**config.mk**
```make
export PLATFORM = sky130hd
export DESIGN_NAME = vp9_neighbor_context_select
export DESIGN_NICKNAME = d
export VERILOG_FILES = /design/src/vp9_ncs_pkg.sv /design/src/vp9_ncs_cfg.sv /design/src/vp9_ncs_ctx.sv /design/src/vp9_neighbor_context_select.sv
export VERILOG_INCLUDE_DIRS = /design/src /design/src/src
export SDC_FILE = /design/constraint.sdc
export NUM_CORES = 1
export LEC_CHECK = 0
export ABC_AREA = 1
export BUFFER_PORTS_ARGS = -buffer_cell sky130_fd_sc_hd__buf_2
export CORE_UTILIZATION = 40
export CTS_BUF_LIST = sky130_fd_sc_hd__clkbuf_8
export DETAILED_ROUTE_END_ITERATION = 7
export GPL_TIMING_DRIVEN = 0
export PLACE_DENSITY = 0.65
export SYNTH_ARGS = -nofsm -noshare
export SYNTH_HDL_FRONTEND = slang
export SYNTH_SLANG_ARGS = --single-unit
```
**constraint.sdc**
```tcl
create_clock -name clk -period 5.5 [get_ports clk]
set_input_delay 0.55 -clock clk [delete_from_list [all_inputs] [get_ports clk]]
set_output_delay 0.55 -clock clk [all_outputs]
set_load 0.05 [all_outputs]
```
**src/assert_macros.svh**
```systemverilog
// assertion macros shared by the neighbor context select rtl
// no dependencies; define NO_ASSERTIONS to compile them out
`ifndef ASSERT_MACROS_SVH
`define ASSERT_MACROS_SVH

`ifndef NO_ASSERTIONS

`define ASSERT_IMPLY(label, clk, rst_n, ante, cons) \
	label: assert property (@(posedge clk) disable iff (!(rst_n)) (ante) |-> (cons)) \
		else $error("assertion failed");

`define ASSERT_NEXT(label, clk, rst_n, ante, cons) \
	label: assert property (@(posedge clk) disable iff (!(rst_n)) (ante) |=> (cons)) \
		else $error("assertion failed");

`else

`define ASSERT_IMPLY(label, clk, rst_n, ante, cons)

`define ASSERT_NEXT(label, clk, rst_n, ante, cons)

`endif

`endif

```
**src/vp9_ncs_pkg.sv**
```systemverilog
// types, codes and reset values for the vp9 neighbor context select block
// no dependencies; used by every module of the block
package vp9_ncs_pkg;

	localparam int REF_W = 2;
	localparam int MODE_W = 3;
	localparam int CTX_W = 3;
	localparam int CFG_INDEX_W = 2;
	localparam int CFG_DATA_W = 2;

	localparam logic [REF_W-1:0] REF_INTRA = 2'd0;
	localparam logic [REF_W-1:0] REF_LAST = 2'd1;
	localparam logic [REF_W-1:0] REF_GOLDEN = 2'd2;
	localparam logic [REF_W-1:0] REF_ALTREF = 2'd3;

	localparam logic [MODE_W-1:0] MODE_SKIP = 3'd0;
	localparam logic [MODE_W-1:0] MODE_IS_INTER = 3'd1;
	localparam logic [MODE_W-1:0] MODE_COMP_MODE = 3'd2;
	localparam logic [MODE_W-1:0] MODE_COMP_REF = 3'd3;
	localparam logic [MODE_W-1:0] MODE_SINGLE_REF1 = 3'd4;
	localparam logic [MODE_W-1:0] MODE_SINGLE_REF2 = 3'd5;

	localparam logic [CFG_INDEX_W-1:0] REG_FIXED_REF = 2'd0;
	localparam logic [CFG_INDEX_W-1:0] REG_VAR_REF_FIRST = 2'd1;
	localparam logic [CFG_INDEX_W-1:0] REG_VAR_REF_SECOND = 2'd2;
	localparam logic [CFG_INDEX_W-1:0] REG_VAR_REF_SLOT = 2'd3;

	localparam logic [REF_W-1:0] FIXED_REF_RST = REF_ALTREF;
	localparam logic [REF_W-1:0] VAR_REF_FIRST_RST = REF_LAST;
	localparam logic [REF_W-1:0] VAR_REF_SECOND_RST = REF_GOLDEN;
	localparam logic VAR_REF_SLOT_RST = 1'b0;

	typedef struct packed {
		logic [REF_W-1:0] fixed_ref;
		logic [REF_W-1:0] var_ref_first;
		logic [REF_W-1:0] var_ref_second;
		logic var_ref_slot;
	} cfg_t;

	typedef struct packed {
		logic [MODE_W-1:0] mode;
		logic above_available;
		logic left_available;
		logic [REF_W-1:0] above_ref_a;
		logic [REF_W-1:0] above_ref_b;
		logic above_compound;
		logic above_skip;
		logic [REF_W-1:0] left_ref_a;
		logic [REF_W-1:0] left_ref_b;
		logic left_compound;
		logic left_skip;
	} item_t;

	typedef struct packed {
		logic avail;
		logic intra;
		logic single;
		logic [REF_W-1:0] r0;
		logic [REF_W-1:0] r1;
		logic skip;
	} nbr_t;

endpackage

```
**src/vp9_ncs_cfg.sv**
```systemverilog
// frame-level compound reference registers of the neighbor context select
// depends on vp9_ncs_pkg
module vp9_ncs_cfg (
	input  logic clk,
	input  logic arst_n,
	input  logic write_en,
	input  logic [vp9_ncs_pkg::CFG_INDEX_W-1:0] index,
	input  logic [vp9_ncs_pkg::CFG_DATA_W-1:0] data,
	output vp9_ncs_pkg::cfg_t cfg
);

	vp9_ncs_pkg::cfg_t cfg_q;

	always_ff @(posedge clk or negedge arst_n) begin
		if (!arst_n) begin
			cfg_q.fixed_ref <= vp9_ncs_pkg::FIXED_REF_RST;
			cfg_q.var_ref_first <= vp9_ncs_pkg::VAR_REF_FIRST_RST;
			cfg_q.var_ref_second <= vp9_ncs_pkg::VAR_REF_SECOND_RST;
			cfg_q.var_ref_slot <= vp9_ncs_pkg::VAR_REF_SLOT_RST;
		end else if (write_en) begin
			case (index)
				vp9_ncs_pkg::REG_FIXED_REF: begin
					cfg_q.fixed_ref <= data[vp9_ncs_pkg::REF_W-1:0];
				end
				vp9_ncs_pkg::REG_VAR_REF_FIRST: begin
					cfg_q.var_ref_first <= data[vp9_ncs_pkg::REF_W-1:0];
				end
				vp9_ncs_pkg::REG_VAR_REF_SECOND: begin
					cfg_q.var_ref_second <= data[vp9_ncs_pkg::REF_W-1:0];
				end
				vp9_ncs_pkg::REG_VAR_REF_SLOT: begin
					cfg_q.var_ref_slot <= data[0];
				end
				default: begin
				end
			endcase
		end
	end

	assign cfg = cfg_q;

endmodule

```
**src/vp9_ncs_ctx.sv**
```systemverilog
// context rules for skip, is-inter, compound mode and reference elements
// depends on vp9_ncs_pkg; pure combinational logic
module vp9_ncs_ctx (
	input  vp9_ncs_pkg::item_t item,
	input  vp9_ncs_pkg::cfg_t cfg,
	output logic [vp9_ncs_pkg::CTX_W-1:0] context_index
);

	localparam logic [vp9_ncs_pkg::REF_W-1:0] LAST = vp9_ncs_pkg::REF_LAST;
	localparam logic [vp9_ncs_pkg::REF_W-1:0] GOLDEN = vp9_ncs_pkg::REF_GOLDEN;
	localparam logic [vp9_ncs_pkg::REF_W-1:0] ALTREF = vp9_ncs_pkg::REF_ALTREF;

	function automatic vp9_ncs_pkg::nbr_t make_nbr(
		input logic av,
		input logic [vp9_ncs_pkg::REF_W-1:0] ra,
		input logic [vp9_ncs_pkg::REF_W-1:0] rb,
		input logic cmp,
		input logic sk
	);
		vp9_ncs_pkg::nbr_t n;
		n.avail = av;
		n.r0 = ra;
		n.r1 = rb;
		n.intra = (ra == vp9_ncs_pkg::REF_INTRA);
		n.single = n.intra || !cmp;
		n.skip = av && sk;
		return n;
	endfunction

	function automatic logic uses(
		input vp9_ncs_pkg::nbr_t n,
		input logic [vp9_ncs_pkg::REF_W-1:0] r
	);
		return (n.r0 == r) || (n.r1 == r);
	endfunction

	function automatic logic [vp9_ncs_pkg::REF_W-1:0] var_of(
		input vp9_ncs_pkg::nbr_t n,
		input logic slot
	);
		logic [vp9_ncs_pkg::REF_W-1:0] r;
		if (n.single) begin
			r = n.r0;
		end else begin
			r = slot ? n.r1 : n.r0;
		end
		return r;
	endfunction

	function automatic logic [2:0] is_inter_ctx(
		input vp9_ncs_pkg::nbr_t a,
		input vp9_ncs_pkg::nbr_t l
	);
		logic [2:0] c;
		if (a.avail && l.avail) begin
			c = (a.intra && l.intra) ? 3'd3 : {2'b00, a.intra || l.intra};
		end else if (a.avail) begin
			c = {1'b0, a.intra, 1'b0};
		end else if (l.avail) begin
			c = {1'b0, l.intra, 1'b0};
		end else begin
			c = 3'd0;
		end
		return c;
	endfunction

	function automatic logic [2:0] comp_mode_ctx(
		input vp9_ncs_pkg::nbr_t a,
		input vp9_ncs_pkg::nbr_t l,
		input vp9_ncs_pkg::cfg_t k
	);
		logic af;
		logic lf;
		logic [2:0] c;
		af = (a.r0 == k.fixed_ref);
		lf = (l.r0 == k.fixed_ref);
		if (a.avail && l.avail) begin
			if (a.single && l.single) begin
				c = {2'b00, af ^ lf};
			end else if (a.single) begin
				c = 3'd2 + {2'b00, af || a.intra};
			end else if (l.single) begin
				c = 3'd2 + {2'b00, lf || l.intra};
			end else begin
				c = 3'd4;
			end
		end else if (a.avail) begin
			c = a.single ? {2'b00, af} : 3'd3;
		end else if (l.avail) begin
			c = l.single ? {2'b00, lf} : 3'd3;
		end else begin
			c = 3'd1;
		end
		return c;
	endfunction

	function automatic logic [2:0] comp_ref_one(
		input vp9_ncs_pkg::nbr_t n,
		input vp9_ncs_pkg::cfg_t k
	);
		logic [2:0] c;
		if (n.intra) begin
			c = 3'd2;
		end else if (n.single) begin
			c = (n.r0 != k.var_ref_second) ? 3'd3 : 3'd0;
		end else begin
			c = (var_of(n, k.var_ref_slot) != k.var_ref_second) ? 3'd4 : 3'd0;
		end
		return c;
	endfunction

	function automatic logic [2:0] comp_ref_ctx(
		input vp9_ncs_pkg::nbr_t a,
		input vp9_ncs_pkg::nbr_t l,
		input vp9_ncs_pkg::cfg_t k
	);
		logic [vp9_ncs_pkg::REF_W-1:0] va;
		logic [vp9_ncs_pkg::REF_W-1:0] vl;
		logic [vp9_ncs_pkg::REF_W-1:0] vc;
		logic [vp9_ncs_pkg::REF_W-1:0] rs;
		logic [2:0] c;
		va = var_of(a, k.var_ref_slot);
		vl = var_of(l, k.var_ref_slot);
		vc = l.single ? va : vl;
		rs = a.single ? va : vl;
		if (a.avail && l.avail) begin
			if (a.intra && l.intra) begin
				c = 3'd2;
			end else if (l.intra) begin
				c = (va != k.var_ref_second) ? 3'd3 : 3'd1;
			end else if (a.intra) begin
				c = (vl != k.var_ref_second) ? 3'd3 : 3'd1;
			end else if (va == vl && va == k.var_ref_second) begin
				c = 3'd0;
			end else if (a.single && l.single) begin
				if ((va == k.fixed_ref && vl == k.var_ref_first) ||
					(vl == k.fixed_ref && va == k.var_ref_first)) begin
					c = 3'd4;
				end else begin
					c = (va == vl) ? 3'd3 : 3'd1;
				end
			end else if (a.single || l.single) begin
				if (vc == k.var_ref_second && rs != k.var_ref_second) begin
					c = 3'd1;
				end else if (rs == k.var_ref_second && vc != k.var_ref_second) begin
					c = 3'd2;
				end else begin
					c = 3'd4;
				end
			end else begin
				c = (va == vl) ? 3'd4 : 3'd2;
			end
		end else if (a.avail) begin
			c = comp_ref_one(a, k);
		end else if (l.avail) begin
			c = comp_ref_one(l, k);
		end else begin
			c = 3'd2;
		end
		return c;
	endfunction

	function automatic logic [2:0] sr1_one(input vp9_ncs_pkg::nbr_t n);
		logic [2:0] c;
		if (n.intra) begin
			c = 3'd2;
		end else if (n.single) begin
			c = (n.r0 == LAST) ? 3'd4 : 3'd0;
		end else begin
			c = 3'd1 + {2'b00, uses(n, LAST)};
		end
		return c;
	endfunction

	function automatic logic [2:0] single1_ctx(
		input vp9_ncs_pkg::nbr_t a,
		input vp9_ncs_pkg::nbr_t l
	);
		vp9_ncs_pkg::nbr_t s;
		vp9_ncs_pkg::nbr_t m;
		logic [2:0] c;
		s = a.single ? a : l;
		m = a.single ? l : a;
		if (a.avail && l.avail) begin
			if (a.intra && l.intra) begin
				c = 3'd2;
			end else if (l.intra) begin
				c = sr1_one(a);
			end else if (a.intra) begin
				c = sr1_one(l);
			end else if (a.single && l.single) begin
				c = {1'b0, a.r0 == LAST, 1'b0} + {1'b0, l.r0 == LAST, 1'b0};
			end else if (!a.single && !l.single) begin
				c = 3'd1 + {2'b00, uses(a, LAST) || uses(l, LAST)};
			end else begin
				c = {2'b00, uses(m, LAST)} + ((s.r0 == LAST) ? 3'd3 : 3'd0);
			end
		end else if (a.avail) begin
			c = sr1_one(a);
		end else if (l.avail) begin
			c = sr1_one(l);
		end else begin
			c = 3'd2;
		end
		return c;
	endfunction

	function automatic logic [2:0] sr2_pair_one(input vp9_ncs_pkg::nbr_t n);
		logic [2:0] c;
		if (n.single) begin
			if (n.r0 == LAST) begin
				c = 3'd3;
			end else begin
				c = (n.r0 == GOLDEN) ? 3'd4 : 3'd0;
			end
		end else begin
			c = uses(n, GOLDEN) ? 3'd3 : 3'd1;
		end
		return c;
	endfunction

	function automatic logic [2:0] sr2_lone(input vp9_ncs_pkg::nbr_t n);
		logic [2:0] c;
		if (n.intra || (n.single && n.r0 == LAST)) begin
			c = 3'd2;
		end else if (n.single) begin
			c = (n.r0 == GOLDEN) ? 3'd4 : 3'd0;
		end else begin
			c = uses(n, GOLDEN) ? 3'd3 : 3'd0;
		end
		return c;
	endfunction

	function automatic logic [2:0] single2_ctx(
		input vp9_ncs_pkg::nbr_t a,
		input vp9_ncs_pkg::nbr_t l
	);
		vp9_ncs_pkg::nbr_t s;
		vp9_ncs_pkg::nbr_t m;
		logic al;
		logic ll;
		logic u;
		logic [2:0] c;
		s = a.single ? a : l;
		m = a.single ? l : a;
		al = (a.r0 == LAST);
		ll = (l.r0 == LAST);
		u = uses(m, GOLDEN);
		if (a.avail && l.avail) begin
			if (a.intra && l.intra) begin
				c = 3'd2;
			end else if (l.intra) begin
				c = sr2_pair_one(a);
			end else if (a.intra) begin
				c = sr2_pair_one(l);
			end else if (a.single && l.single) begin
				if (al && ll) begin
					c = 3'd3;
				end else if (al) begin
					c = (l.r0 == GOLDEN) ? 3'd4 : 3'd0;
				end else if (ll) begin
					c = (a.r0 == GOLDEN) ? 3'd4 : 3'd0;
				end else begin
					c = {1'b0, a.r0 == GOLDEN, 1'b0} + {1'b0, l.r0 == GOLDEN, 1'b0};
				end
			end else if (!a.single && !l.single) begin
				if (a.r0 == l.r0 && a.r1 == l.r1) begin
					c = uses(a, GOLDEN) ? 3'd3 : 3'd0;
				end else begin
					c = 3'd2;
				end
			end else begin
				if (s.r0 == GOLDEN) begin
					c = {2'b00, u} + 3'd3;
				end else if (s.r0 != ALTREF) begin
					c = u ? 3'd3 : 3'd1;
				end else begin
					c = {2'b00, u};
				end
			end
		end else if (a.avail) begin
			c = sr2_lone(a);
		end else if (l.avail) begin
			c = sr2_lone(l);
		end else begin
			c = 3'd2;
		end
		return c;
	endfunction

	vp9_ncs_pkg::nbr_t above;
	vp9_ncs_pkg::nbr_t left;

	assign above = make_nbr(item.above_available, item.above_ref_a, item.above_ref_b,
		item.above_compound, item.above_skip);
	assign left = make_nbr(item.left_available, item.left_ref_a, item.left_ref_b,
		item.left_compound, item.left_skip);

	always_comb begin
		case (item.mode)
			vp9_ncs_pkg::MODE_SKIP: begin
				context_index = {2'b00, above.skip} + {2'b00, left.skip};
			end
			vp9_ncs_pkg::MODE_IS_INTER: begin
				context_index = is_inter_ctx(above, left);
			end
			vp9_ncs_pkg::MODE_COMP_MODE: begin
				context_index = comp_mode_ctx(above, left, cfg);
			end
			vp9_ncs_pkg::MODE_COMP_REF: begin
				context_index = comp_ref_ctx(above, left, cfg);
			end
			vp9_ncs_pkg::MODE_SINGLE_REF1: begin
				context_index = single1_ctx(above, left);
			end
			vp9_ncs_pkg::MODE_SINGLE_REF2: begin
				context_index = single2_ctx(above, left);
			end
			default: begin
				context_index = '0;
			end
		endcase
	end

endmodule

```
**src/vp9_neighbor_context_select.sv**
```systemverilog
// top level of the vp9 neighbor context select: input and result registers
// depends on vp9_ncs_pkg, vp9_ncs_cfg, vp9_ncs_ctx and assert_macros.svh
//
// usage
// - input channel in_valid/in_ready carries one beat per syntax element:
//   the element code in mode plus the above and left neighbor descriptions
// - output channel out_valid/out_ready returns one beat with context_index
//   for every input beat, in order
// - cfg_write_en/cfg_index/cfg_data write the frame-level compound
//   references; write them only while no beat is in flight
// - order: a taken beat is registered in the input register, its context is
//   then registered in the result register, from which it can be taken
// - throughput: one beat per cycle unless out_ready stalls; the context rules are a
//   single level of logic between the input register and the result register
// - the result register and the input register each hold one beat, so a
//   new beat is still taken while a finished result waits for out_ready
// - when out_ready stays low both registers fill and in_ready drops
// - reset empties both registers and loads fixed_ref altref, var_ref_first
//   last, var_ref_second golden and var_ref_slot 0
`include "assert_macros.svh"

module vp9_neighbor_context_select (
	input  logic clk,
	input  logic arst_n,
	input  logic in_valid,
	output logic in_ready,
	input  logic [vp9_ncs_pkg::MODE_W-1:0] mode,
	input  logic above_available,
	input  logic left_available,
	input  logic [vp9_ncs_pkg::REF_W-1:0] above_ref_a,
	input  logic [vp9_ncs_pkg::REF_W-1:0] above_ref_b,
	input  logic above_compound,
	input  logic above_skip,
	input  logic [vp9_ncs_pkg::REF_W-1:0] left_ref_a,
	input  logic [vp9_ncs_pkg::REF_W-1:0] left_ref_b,
	input  logic left_compound,
	input  logic left_skip,
	output logic out_valid,
	input  logic out_ready,
	output logic [vp9_ncs_pkg::CTX_W-1:0] context_index,
	input  logic cfg_write_en,
	input  logic [vp9_ncs_pkg::CFG_INDEX_W-1:0] cfg_index,
	input  logic [vp9_ncs_pkg::CFG_DATA_W-1:0] cfg_data
);

	vp9_ncs_pkg::cfg_t cfg;
	vp9_ncs_pkg::item_t item_in;
	vp9_ncs_pkg::item_t item_s1;
	logic valid_s1;
	logic valid_s2;
	logic load_s2;
	logic [vp9_ncs_pkg::CTX_W-1:0] ctx_comb;
	logic [vp9_ncs_pkg::CTX_W-1:0] ctx_s2;

	vp9_ncs_cfg u_cfg (
		.clk      (clk),
		.arst_n   (arst_n),
		.write_en (cfg_write_en),
		.index    (cfg_index),
		.data     (cfg_data),
		.cfg      (cfg)
	);

	assign item_in.mode = mode;
	assign item_in.above_available = above_available;
	assign item_in.left_available = left_available;
	assign item_in.above_ref_a = above_ref_a;
	assign item_in.above_ref_b = above_ref_b;
	assign item_in.above_compound = above_compound;
	assign item_in.above_skip = above_skip;
	assign item_in.left_ref_a = left_ref_a;
	assign item_in.left_ref_b = left_ref_b;
	assign item_in.left_compound = left_compound;
	assign item_in.left_skip = left_skip;

	assign load_s2 = !valid_s2 || out_ready;
	assign in_ready = !valid_s1 || load_s2;

	always_ff @(posedge clk or negedge arst_n) begin
		if (!arst_n) begin
			valid_s1 <= 1'b0;
		end else if (in_ready) begin
			valid_s1 <= in_valid;
		end
	end

	always_ff @(posedge clk) begin
		if (in_ready && in_valid) begin
			item_s1 <= item_in;
		end
	end

	vp9_ncs_ctx u_ctx (
		.item          (item_s1),
		.cfg           (cfg),
		.context_index (ctx_comb)
	);

	always_ff @(posedge clk or negedge arst_n) begin
		if (!arst_n) begin
			valid_s2 <= 1'b0;
		end else if (load_s2) begin
			valid_s2 <= valid_s1;
		end
	end

	always_ff @(posedge clk) begin
		if (load_s2 && valid_s1) begin
			ctx_s2 <= ctx_comb;
		end
	end

	assign out_valid = valid_s2;
	assign context_index = ctx_s2;

	`ASSERT_NEXT(a_take_fills_s1, clk, arst_n, in_valid && in_ready, valid_s1)
	`ASSERT_NEXT(a_blocked_s1_holds, clk, arst_n, valid_s1 && !load_s2, valid_s1 && $stable(item_s1))
	`ASSERT_NEXT(a_unused_mode_zero, clk, arst_n, valid_s1 && load_s2 && item_s1.mode > vp9_ncs_pkg::MODE_SINGLE_REF2, context_index == '0)
	`ASSERT_NEXT(a_skip_no_nbr, clk, arst_n, valid_s1 && load_s2 && item_s1.mode == vp9_ncs_pkg::MODE_SKIP && !item_s1.above_available && !item_s1.left_available, context_index == '0)
	`ASSERT_IMPLY(a_ctx_range, clk, arst_n, valid_s2, context_index <= 3'd4)

endmodule
```
==> flow_metrics.py <==
metrics = {
    "global_route": {
        "overflow": 0,
        "grt_pass1_vias": 2710,
        "grt_pass1_wl_um": 13280,
        "track_usage": 0.2223,
        "antenna_found_initial": 0,
        "grt_max_degree": 18,
    },
    "sta": {
        "fin_crit_ns": 2.734,
        "finalSetupViolCount": 0,
        "rsz0062_at_grt": "false",
        "holdWs_ns": 0.1167,
        "setup_slack_ns": 2.766,
        "slew_headroom": 0.5967,
        "fin_crit_sh": 0.4970,
        "tightestPinTransition_ns": 0.6043,
        "hold_viol": 0,
        "skew_ns": 0.01353,
        "fmax_mhz": 365.8,
        "slew_violations": 0,
        "tns_ns": 0,
    },
    "setup_path": {
        "cp_max_fo": 10,
        "reg2regPathDepth": 17,
        "critPathTopFamily": "compound AO/OA/AOI/OAI gates",
        "r2r_start": "item_s1[10]$_DFFE_PP_",
        "path_cells": "buf_6 -> inv_6 -> nand2_8 -> nand2_4 -> buf_6 -> o21ai_2 -> inv_1 -> nor2_1 -> ha_1 -> o21ai_0 -> o21ai_1 -> nand2_1 -> nand2_1 -> a21oi_1 -> o21ai_0 -> a21oi_1 -> nand2_1",
        "worstPathArrival_ns": 2.78,
        "cpMostUsedCell": "nand2_1",
        "timing.rr.end": "context_index[0]$_DFFE_PP_",
        "cp-start-kind": "flip-flop",
        "critPathBufInv": 4,
        "cp.required_ns": 5.55,
        "worst-r2r-setup-slack_ns": 2.77,
        "cpPeakStageDelay_ns": 0.34,
        "end_kind": "flip-flop",
        "cpMaxStageDelayCell": "edfxtp_1",
        "worstSetupPathType": "reg -> reg",
    },
    "yosys": {
        "synth_area_leaders": "edfxtp_1, nand2_1, nand3_1",
        "synth_largest_area_cell": "edfxtp_1",
        "synth_cell_types": 42,
        "ys_seq_elements": 29,
        "syn-num-nets": 488,
        "seq_area_frac_synth": 0.2754,
        "ys_warn_count": 0,
        "synth_top_area_share": 0.1991,
        "syn-cell-area_um2": 3017,
        "synth_cells": 453,
        "synthArstFlopShare": 0.3103,
        "ys.flop_type": "edfxtp_1",
        "synth_edf_count": 20,
        "avgSynthCellArea_um2": 6.659,
    },
    "finish": {
        "n_antenna_cell": 0,
        "layout.nets": 525,
        "area_growth_pct": 12.94,
        "final_common_cell": "nand2_1",
        "final_cell_mix": "nand2_1, inv_1, nand3_1",
        "fillCellCount": 741,
        "drive_above_1_share": 0.1894,
        "final_util": 0.4697,
    },
    "floorplanning": {
        "core-area_um2": 7253,
        "die-area_um2": 7893,
        "start_util": 0.4159,
        "die_y_um": 88.84,
        "dieWidth_um": 88.84,
        "rows": 31,
        "io_pins": 31,
    },
    "clock_tree": {
        "cts-hold-fix-buffers": 0,
        "postCtsSetupBuffers": 0,
        "clk_pin_slew_ns": 0.07,
        "cts_buffers": 5,
        "clock-sinks": 29,
        "cts_max_level": 2,
        "clockBufferDepth": 2,
        "clk_latency_ns": 0.29,
        "post_cts_resize_count": 0,
        "cts.root.buffer_cell": "clkbuf_8",
        "cts_tree": "yes",
    },
    "detailed_routing": {
        "wl_per_cell_um": 13.95,
        "via_count": 3083,
        "drc_errors": 0,
        "ant_nets": 0,
        "drt-initial-drc-count": 291,
        "routed_via_density": 5.225,
        "wirelength_um": 8233,
        "dr.pass1.iters": 5,
    },
    "placed_design": {
        "port-buffer-count": 30,
        "pre_cts_slack_ns": 2.760,
        "post-dp-hpwl_um": 6603,
        "gp_congestion": 0.9774,
    },
    "power_and_ir_drop": {
        "ir_drop_v": 0.0001564,
        "power_mw": 0.8805,
        "p_per_area_nw_per_um2": 258.5,
        "p_leak_nw": 1.645,
    },
    "job": {
        "cap_violations": 0,
    },
    "worst_hold_path": {
        "hold_class": "in -> async",
    },
    "status": {
        "status": "completed",
    },
}
-- worst max path at each step --
stage | startpoint | to | slack [ns] | cells past startpoint
2_1_floorplan | item_s1[4]$_DFFE_PP_ | context_index[2]$_DFFE_PP_ | 3.19 | 16
3_3_place_gp | item_s1[4]$_DFFE_PP_ | context_index[2]$_DFFE_PP_ | 2.76 | 16
5_1_grt | item_s1[10]$_DFFE_PP_ | context_index[0]$_DFFE_PP_ | 2.60 | 17
6_report | item_s1[10]$_DFFE_PP_ | context_index[0]$_DFFE_PP_ | 2.77 | 17
3_5_place_dp | item_s1[4]$_DFFE_PP_ | context_index[2]$_DFFE_PP_ | 2.76 | 16
4_1_cts | item_s1[4]$_DFFE_PP_ | context_index[2]$_DFFE_PP_ | 2.76 | 16
-- per-layer routing --
layer / up-vias / wire [µm] / track usage
met4: 0 / 125 / 0.06452
li1: 1560 / - / -
met1: 1397 / 3867 / 0.3051
met2: 113 / 3777 / 0.3671
met5: - / 0 / 0
met3: 13 / 463 / 0.02612
-- worst register-to-register path, stage by stage (launching register included) --
cell and delay, ns:
edfxtp_1 0.34, buf_6 0.16, inv_6 0.07, nand2_8 0.09
nand2_4 0.08, buf_6 0.17, o21ai_2 0.22, inv_1 0.10
nor2_1 0.15, ha_1 0.27, o21ai_0 0.16, o21ai_1 0.08
nand2_1 0.07, nand2_1 0.08, a21oi_1 0.16, o21ai_0 0.10
a21oi_1 0.14, nand2_1 0.07
-- synthesized netlist by cell type, types with 2 or more instances --
cell      number
nand2_1      148
inv_1         44
nand3_1       38
nor2_1        37
o21ai_0       26
a21oi_1       20
edfxtp_1      20
xor2_1        10
ha_1           9
inv_2          9
nand2_2        9
o21ai_1        6
o21ai_2        6
dfrtp_1        5
nand4_1        5
nor2_4         5
xnor2_1        5
dfstp_2        4
nor2_2         4
nor3_1         4
o22ai_1        4
buf_6          3
clkbuf_1       3
nand2_4        3
nand2_8        3
a211oi_1       2
buf_2          2
buf_4          2
inv_6          2
o211ai_1       2
o31ai_1        2
-- flip-flops by register name, indices dropped and copies added (netlist names) --
register       flops
valid_s1           1
context_index      3
u_cfg.cfg          7
out_valid          1
item_s1           17
-- power breakdown --
group | switching [mW] | leakage, nW | internal [mW]
Clock | 0.0805 | 0.0626 | 0.146
Sequential | 0.0220 | 0.295 | 0.264
Combinational | 0.247 | 1.29 | 0.121
-- logic make-up after synthesis --
kind of cell,synth area share
simple gates,0.3969
compound gates,0.1485
buf+inv,0.09830
flops,0.2754
xor+xnor,0.04355
fa+ha+maj,0.03733
-- metrics by stage --
| step | instances | cell area (µm²) |
|---|---|---|
| 6_report | 590 | 3407 |
| 5_1_grt | 590 | 3407 |
| 4_1_cts | 590 | 3407 |
| 3_5_place_dp | 582 | 3291 |
| 3_3_place_gp | 582 | 3291 |
| 2_1_floorplan | 453 | 3017 |
-- final cells by class --
class                      count  area (µm²)  share of cell area
multi-input combinational    357        1889              0.5545
sequential                    29       830.8              0.2438
inverter                      57       226.5             0.06647
timing repair buffer          30       150.1             0.04407
tap                           99       123.9             0.03636
clock buffer                   6       82.58             0.02424
buffer                        10       70.07             0.02057
clock inverter                 2       33.78            0.009916
Note: power is estimated with default switching activity, not from simulation.
